<file path="src/rtl/core/b64_pkg.sv">
// Shared types and the character lookup for the Base64 stream decoder.
package b64_pkg;

   // Kind of one incoming character
   typedef enum logic [1:0] {
      CH_DATA,
      CH_PAD,
      CH_BAD
   } char_kind_type;

   // Classified character: kind plus its 6-bit value for alphabet characters
   typedef struct packed {
      char_kind_type kind;
      logic [5:0]    value;
   } sextet_type;

   // Results raised by one accepted character: up to three bytes, then status
   typedef struct packed {
      logic [1:0]      byte_cnt;
      logic [2:0][7:0] bytes;
      logic            status;
      logic            err;
   } bundle_type;

   localparam logic [7:0] PAD_CHAR = 8'h3D;

   // Bundles held between the decode stage and the result serialiser
   localparam int unsigned QUEUE_DEPTH = 4;

   // Map a raw byte to its alphabet value
   function automatic sextet_type sextet_of(input logic [7:0] c);
      sextet_type s;
      s.kind  = CH_DATA;
      s.value = 6'd0;
      if (c >= 8'h41 && c <= 8'h5A) begin
         s.value = 6'(c - 8'h41);
      end else if (c >= 8'h61 && c <= 8'h7A) begin
         s.value = 6'(c - 8'h61 + 8'd26);
      end else if (c >= 8'h30 && c <= 8'h39) begin
         s.value = 6'(c - 8'h30 + 8'd52);
      end else if (c == 8'h2B) begin
         s.value = 6'd62;
      end else if (c == 8'h2F) begin
         s.value = 6'd63;
      end else if (c == PAD_CHAR) begin
         s.kind = CH_PAD;
      end else begin
         s.kind = CH_BAD;
      end
      return s;
   endfunction

endpackage

</file>
<file path="src/rtl/core/b64_decode.sv">
// Message state and per-character decode into a bundle of results.
module b64_decode (
   input  logic                clock,
   input  logic                reset,
   input  logic                accept,
   input  logic [7:0]          char_in,
   input  logic                last_char,
   output logic                push,
   output b64_pkg::bundle_type bundle
);

   logic [17:0] group_bits_ff, group_bits_in;
   logic [1:0]  group_count_ff, group_count_in;
   logic [1:0]  pad_count_ff, pad_count_in;
   logic        error_seen_ff, error_seen_in;

   b64_pkg::sextet_type sx;
   logic [23:0]         word;
   logic                ok;

   // Classify the character and work out the next state and the results
   always_comb begin
      sx             = b64_pkg::sextet_of(char_in);
      word           = {group_bits_ff, sx.value};
      group_bits_in  = group_bits_ff;
      group_count_in = group_count_ff;
      pad_count_in   = pad_count_ff;
      error_seen_in  = error_seen_ff;
      bundle         = '0;
      ok             = 1'b0;

      case (sx.kind)
         b64_pkg::CH_BAD: begin
            error_seen_in = 1'b1;
         end
         b64_pkg::CH_PAD: begin
            if (pad_count_ff == 2'd2) error_seen_in = 1'b1;
            else pad_count_in = pad_count_ff + 2'd1;
         end
         default: begin
            if (pad_count_ff != 2'd0) begin
               error_seen_in = 1'b1;
            end else if (group_count_ff == 2'd3) begin
               // complete group: three bytes, high byte first
               if (!error_seen_ff) begin
                  bundle.byte_cnt = 2'd3;
                  bundle.bytes[0] = word[23:16];
                  bundle.bytes[1] = word[15:8];
                  bundle.bytes[2] = word[7:0];
               end
               group_bits_in  = '0;
               group_count_in = 2'd0;
            end else begin
               group_bits_in  = {group_bits_ff[11:0], sx.value};
               group_count_in = group_count_ff + 2'd1;
            end
         end
      endcase

      // Close the message: trailing bytes of a padded group, then status
      if (last_char) begin
         ok = !error_seen_in &&
              ((pad_count_in == 2'd0 && group_count_in == 2'd0) ||
               (pad_count_in == 2'd1 && group_count_in == 2'd3) ||
               (pad_count_in == 2'd2 && group_count_in == 2'd2));
         if (ok && group_count_in == 2'd3) begin
            bundle.byte_cnt = 2'd2;
            bundle.bytes[0] = group_bits_in[17:10];
            bundle.bytes[1] = group_bits_in[9:2];
         end else if (ok && group_count_in == 2'd2) begin
            bundle.byte_cnt = 2'd1;
            bundle.bytes[0] = group_bits_in[11:4];
         end
         bundle.status  = 1'b1;
         bundle.err     = !ok;
         group_bits_in  = '0;
         group_count_in = 2'd0;
         pad_count_in   = 2'd0;
         error_seen_in  = 1'b0;
      end

      push = accept && (bundle.status || bundle.byte_cnt != 2'd0);
   end

   // Hold message state; advance on each accepted beat
   always_ff @(posedge clock) begin
      if (reset) begin
         group_bits_ff  <= '0;
         group_count_ff <= 2'd0;
         pad_count_ff   <= 2'd0;
         error_seen_ff  <= 1'b0;
      end else if (accept) begin
         group_bits_ff  <= group_bits_in;
         group_count_ff <= group_count_in;
         pad_count_ff   <= pad_count_in;
         error_seen_ff  <= error_seen_in;
      end
   end

endmodule

</file>
<file path="src/rtl/core/base64_stream_decoder.sv">
// Top level of the Base64 stream decoder: decode stage, bundle queue, result serialiser.
//
// Usage:
//   The req_ channel takes one encoded character per beat in req_tdata[7:0];
//   req_tlast marks the final character of a message. The rsp_ channel gives
//   one result per beat: a decoded byte, or the status beat that closes a
//   message (rsp_tuser[1] set, rsp_tdata[8] set when the message is invalid
//   and its bytes must be discarded). rsp_tlast marks the last result raised
//   by one input character.
// Flow and throughput:
//   A character is accepted every cycle while the four-entry bundle queue has
//   room. Its results are queued and appear on rsp_ once the results ahead
//   of them have been taken. Each result takes one rsp_ beat; four characters
//   yield at most three bytes, and the stream can run at one character per
//   cycle on average while rsp_tready stays high, the rsp_ serialiser
//   draining one result per cycle.
// Reset and stall:
//   Reset empties the queue and clears the message state. While rsp_tready is
//   low the current result holds; req_tready drops once the queue is full.
module base64_stream_decoder (
   input  logic        clock,
   input  logic        reset,
   input  logic        req_tvalid,
   output logic        req_tready,
   input  logic [7:0]  req_tdata,   // [7:0] char_in
   input  logic        req_tlast,   // last_char
   output logic        rsp_tvalid,
   input  logic        rsp_tready,
   output logic [15:0] rsp_tdata,   // [7:0] out_byte, [8] message_error, rest zero
   output logic [1:0]  rsp_tuser,   // [0] byte_present, [1] message_end
   output logic        rsp_tlast    // last_of_run
);

   logic                req_accept;
   logic                rsp_accept;
   logic                push;
   logic                pop;
   b64_pkg::bundle_type bundle;
   b64_pkg::bundle_type head;

   b64_pkg::bundle_type queue_ff [b64_pkg::QUEUE_DEPTH];
   logic [1:0]          wr_ptr_ff, wr_ptr_in;
   logic [1:0]          rd_ptr_ff, rd_ptr_in;
   logic [2:0]          count_ff, count_in;
   logic [1:0]          idx_ff, idx_in;

   logic [2:0]          total;
   logic                at_last;

   assign req_tready = (count_ff != 3'(b64_pkg::QUEUE_DEPTH));
   assign req_accept = req_tvalid && req_tready;
   assign rsp_accept = rsp_tvalid && rsp_tready;

   b64_decode u_decode (
      .clock     (clock),
      .reset     (reset),
      .accept    (req_accept),
      .char_in   (req_tdata),
      .last_char (req_tlast),
      .push      (push),
      .bundle    (bundle)
   );

   // Pick the current result out of the head bundle
   always_comb begin
      head       = queue_ff[rd_ptr_ff];
      total      = {1'b0, head.byte_cnt} + {2'b00, head.status};
      at_last    = ({1'b0, idx_ff} + 3'd1) == total;
      rsp_tvalid = (count_ff != 3'd0);
      rsp_tlast  = at_last;
      rsp_tdata  = '0;
      rsp_tuser  = '0;
      if (idx_ff < head.byte_cnt) begin
         rsp_tdata[7:0] = head.bytes[idx_ff];
         rsp_tuser[0]   = 1'b1;
      end else begin
         rsp_tdata[8] = head.err;
         rsp_tuser[1] = 1'b1;
      end
   end

   // Advance pointers, count and result index
   always_comb begin
      pop       = rsp_accept && at_last;
      wr_ptr_in = push ? wr_ptr_ff + 2'd1 : wr_ptr_ff;
      rd_ptr_in = pop ? rd_ptr_ff + 2'd1 : rd_ptr_ff;
      count_in  = count_ff + {2'b00, push} - {2'b00, pop};
      if (pop) idx_in = 2'd0;
      else if (rsp_accept) idx_in = idx_ff + 2'd1;
      else idx_in = idx_ff;
   end

   // Hold queue control
   always_ff @(posedge clock) begin
      if (reset) begin
         wr_ptr_ff <= 2'd0;
         rd_ptr_ff <= 2'd0;
         count_ff  <= 3'd0;
         idx_ff    <= 2'd0;
      end else begin
         wr_ptr_ff <= wr_ptr_in;
         rd_ptr_ff <= rd_ptr_in;
         count_ff  <= count_in;
         idx_ff    <= idx_in;
      end
   end

   // Store a bundle at the write pointer
   always_ff @(posedge clock) begin
      if (push) queue_ff[wr_ptr_ff] <= bundle;
   end

endmodule

</file>
<file path="config.mk">
export PLATFORM = sky130hd
export DESIGN_NAME = base64_stream_decoder
export DESIGN_NICKNAME = d
export VERILOG_FILES = /design/src/rtl/core/b64_pkg.sv /design/src/rtl/core/b64_decode.sv /design/src/rtl/core/base64_stream_decoder.sv
export SDC_FILE = /design/constraint.sdc
export NUM_CORES = 1
export LEC_CHECK = 0
export ABC_AREA = 1
export BUFFER_PORTS_ARGS = -buffer_cell sky130_fd_sc_hd__clkbuf_2
export CAP_MARGIN = 20
export CORE_UTILIZATION = 55
export DETAILED_ROUTE_END_ITERATION = 16
export GPL_TIMING_DRIVEN = 1
export PLACE_DENSITY = 0.73
export SYNTH_ARGS = -nofsm -noshare
export SYNTH_HDL_FRONTEND = slang
export SYNTH_SLANG_ARGS = --single-unit
export TNS_END_PERCENT = 100
</file>
<file path="constraint.sdc">
create_clock -name clock -period 12.7 [get_ports clock]
set_input_delay 0 -clock clock [delete_from_list [all_inputs] [get_ports clock]]
set_output_delay 0 -clock clock [all_outputs]
set_load 0.05 [all_outputs]
</file>
==> results.py <==
metrics = {
    "grt": {
        "grt_first_pass_wirelength_um": 27000,
        "grt_pass1_vias": 5399,
        "antenna_found_initial": 0,
        "grtUsageTotal_pct": 25.2,
        "grt_remaining_overflow": 0,
        "grt_max_degree": 58,
    },
    "routing": {
        "drc_errors": 0,
        "routed_via_density": 5.65,
        "firstDrtPassIters": 5,
        "drt_wl_total_um": 17000,
        "routedWlPerCell_um": 16.6,
        "drtIter0Drc": 561,
        "drtAntennaViolNets": 0,
        "vias": 5772,
    },
    "layout": {
        "area_delta_synth_final_pct": 10.9,
        "num_antenna_cells": 0,
        "final_core_util_pct": 62.5,
        "final_nets": 870,
        "fill_cells": 1062,
        "design_area_um2": 8250,
        "fin_cells": 1021,
        "layout-drive-gt1-share_pct": 10.5,
    },
    "timing": {
        "min_period_over_period_pct": 33.4,
        "worst_pin_slew_ns": 0.860,
        "fin_crit_ns": 4.24,
        "fmax_mhz": 236,
        "setup_tns_ns": 0,
        "setup_viol": 0,
        "hold_viol_final": 0,
        "slew_headroom_pct": 42.5,
        "fin_ws_ns": 8.46,
        "clock_skew_ns": 0.00851,
        "rsz0062_at_grt": "false",
        "drv_slew": 0,
        "hold_ws_ns": 0.0196,
    },
    "die": {
        "core_area_um2": 13200,
        "initial_utilization_pct": 56.4,
        "dieArea_um2": 14000,
        "die_x_um": 118,
        "io_pins": 34,
        "die_h_um": 118,
        "rows": 42,
    },
    "placed_design": {
        "place_area_um2": 7650,
        "dpl.hpwl_um": 11100,
        "place.gp.congestion": 0.882,
        "port_buffers": 26,
        "dp_worst_setup_slack_ns": 8.10,
        "dp_cells": 989,
    },
    "worst_setup_path": {
        "crit_fanout": 23,
        "path_cells": "clkbuf_2 -> inv_1 -> ha_1 -> nand2_1 -> nand2_1 -> o21ai_0 -> o21ai_0 -> nand2_1 -> inv_1 -> nor2_1 -> inv_1 -> nor2_1 -> inv_1 -> nor2_1 -> ha_1 -> nand2_1 -> clkinv_2 -> nand2_1 -> a21oi_1 -> ha_1 -> fa_1 -> o21ai_0 -> a21oi_1",
        "worst_path_most_repeated_cell": "nand2_1",
        "crit_type": "in2reg",
        "critPathSlowestCell": "nand2_1",
        "cp-start-kind": "input port",
        "required_ns": 13.00,
        "critPathArrivalTime_ns": 4.54,
        "crit_path_end_kind": "register",
        "cpPeakStageDelay_ns": 0.71,
    },
    "power_and_ir_drop": {
        "finalPower_mw": 1.41,
        "peakVddDrop_v": 0.0000866,
        "power.density_nw_per_um2": 171,
        "p_leak_nw": 3.18,
    },
    "yosys": {
        "synth_edf_count": 112,
        "yosysMostFrequentCell": "nand2_1",
        "netlist.top_cell.by_area": "edfxtp_1",
        "syn-instance-count": 821,
        "yosysUniqueCellTypes": 40,
        "ys_ff_latch": 146,
        "synthFlopType": "edfxtp_1",
        "yosysSeqAreaShare_pct": 54.4,
        "avgSynthCellArea_um2": 9.06,
        "yosys-top-cells-count": "nand2_1, edfxtp_1, inv_1",
        "synthTopCellsByArea": "edfxtp_1, nand2_1, dfxtp_1, a21oi_1, ha_1",
        "synthArstFlopShare_pct": 0,
        "yosysWarnings": 0,
        "synth_area_um2": 7440,
        "netlist.area_leader.share_pct": 45.2,
    },
    "clock_tree": {
        "clk_latency_ns": 0.42,
        "htree_levels": 4,
        "clockRootBuffer": "clkbuf_16",
        "cts.sinks": 146,
        "hold_buffers": 0,
        "post_cts_buffers": 0,
        "clk_pin_slew_ns": 0.05,
        "numCtsBuffers": 17,
        "cts_tree": "built",
        "cts-resized-gates": 0,
        "max-clock-path-buffers": 2,
    },
    "worst_hold_path": {
        "hold_class": "in2reg",
    },
    "outcome": {
        "outcome": "finished, final reports clean",
    },
    "flow_run": {
        "maxCapViolations": 0,
    },
}
[worst paths after layout]
check             slack (ns)                       from  depth (start not counted)                         to
setup / recovery        8.46               req_tdata[2]                         23                count_ff[2]
hold / removal          0.02                 req_tvalid                          4  u_decode.group_bits_ff[1]
setup reg to reg        8.61                   register                         17                count_ff[2]
hold reg to reg         0.47  u_decode.group_bits_ff[0]                          2  u_decode.group_bits_ff[0]
[kinds of logic after synthesis]
| logic type | after synthesis | synth area share, % |
|---|---|---|
| AO/OA/AOI/OAI | 182 | 14.4 |
| XOR/XNOR | 13 | 1.53 |
| adder cells (fa/ha/maj) | 25 | 4.31 |
| buffers and inverters | 127 | 7.15 |
| flip-flops | 146 | 54.4 |
| other | 1 | 0.0504 |
| AND/OR/NAND/NOR | 327 | 18.1 |
[power by group]
part / total [mW] / switching [mW] / internal [mW]
clock: 0.506 / 0.180 / 0.326
combinational: 0.363 / 0.275 / 0.0880
sequential: 0.541 / 0.00859 / 0.532
[sequential cells by signal, indices dropped and copies added (netlist names), named ones only]
signal                   cells
queue_ff                   112
u_decode.group_bits_ff      18
count_ff                     3
idx_ff                       2
rd_ptr_ff                    2
u_decode.error_seen_ff       1
wr_ptr_ff                    2
u_decode.group_count_ff      2
u_decode.pad_count_ff        2
[area by class of cell]
cell class	instances	area, um2	share of cell area [%]
Tap cell	176	220	2.67
Clock buffer	20	437	5.29
Multi-Input combinational cell	554	2890	35.1
Timing Repair Buffer	34	190	2.31
Inverter	79	302	3.66
Sequential cell	146	4040	49.0
Clock inverter	12	164	1.99
[layer usage]
layer	vias to the layer above	GRT usage (%)	routed length (um)
met5	-	0	0
met4	0	8.09	244
met3	18	5.16	1070
met2	196	41.6	8160
met1	2740	33.4	7520
li1	2818	-	-
[cell usage in the layout (no fill, tap or decap), types with 2 or more instances in the layout]
cell / netlist / final
nor2_2: 1 / 5
nor2_1: 66 / 62
o211ai_1: 2 / 2
clkbuf_16: 0 / 17
inv_2: 3 / 3
a211oi_1: 8 / 8
clkinv_2: 2 / 6
or2_2: 3 / 3
nand4_1: 13 / 13
a22oi_1: 11 / 11
buf_4: 9 / 8
inv_1: 72 / 72
edfxtp_1: 112 / 112
a32o_1: 8 / 8
ha_1: 24 / 24
nor3_1: 3 / 3
o21ai_0: 53 / 53
nand2_2: 3 / 3
clkbuf_2: 0 / 26
dfxtp_1: 34 / 34
o21ai_2: 7 / 7
clkbuf_1: 28 / 3
nand3_1: 33 / 33
xor2_1: 9 / 9
bufinv_16: 0 / 4
conb_1: 1 / 7
xnor2_1: 4 / 4
nand2_1: 202 / 202
clkinv_1: 1 / 3
a21oi_1: 68 / 68
o22ai_1: 21 / 21
[worst max-delay path: cells and delay by family]
kind                     cells  cell delay, ns
AO/OA/AOI/OAI                5            0.84
adder cells (fa/ha/maj)      4            1.17
buffers and inverters        6            0.82
AND/OR/NAND/NOR              8            1.69
(Power assumes the default switching activity.)
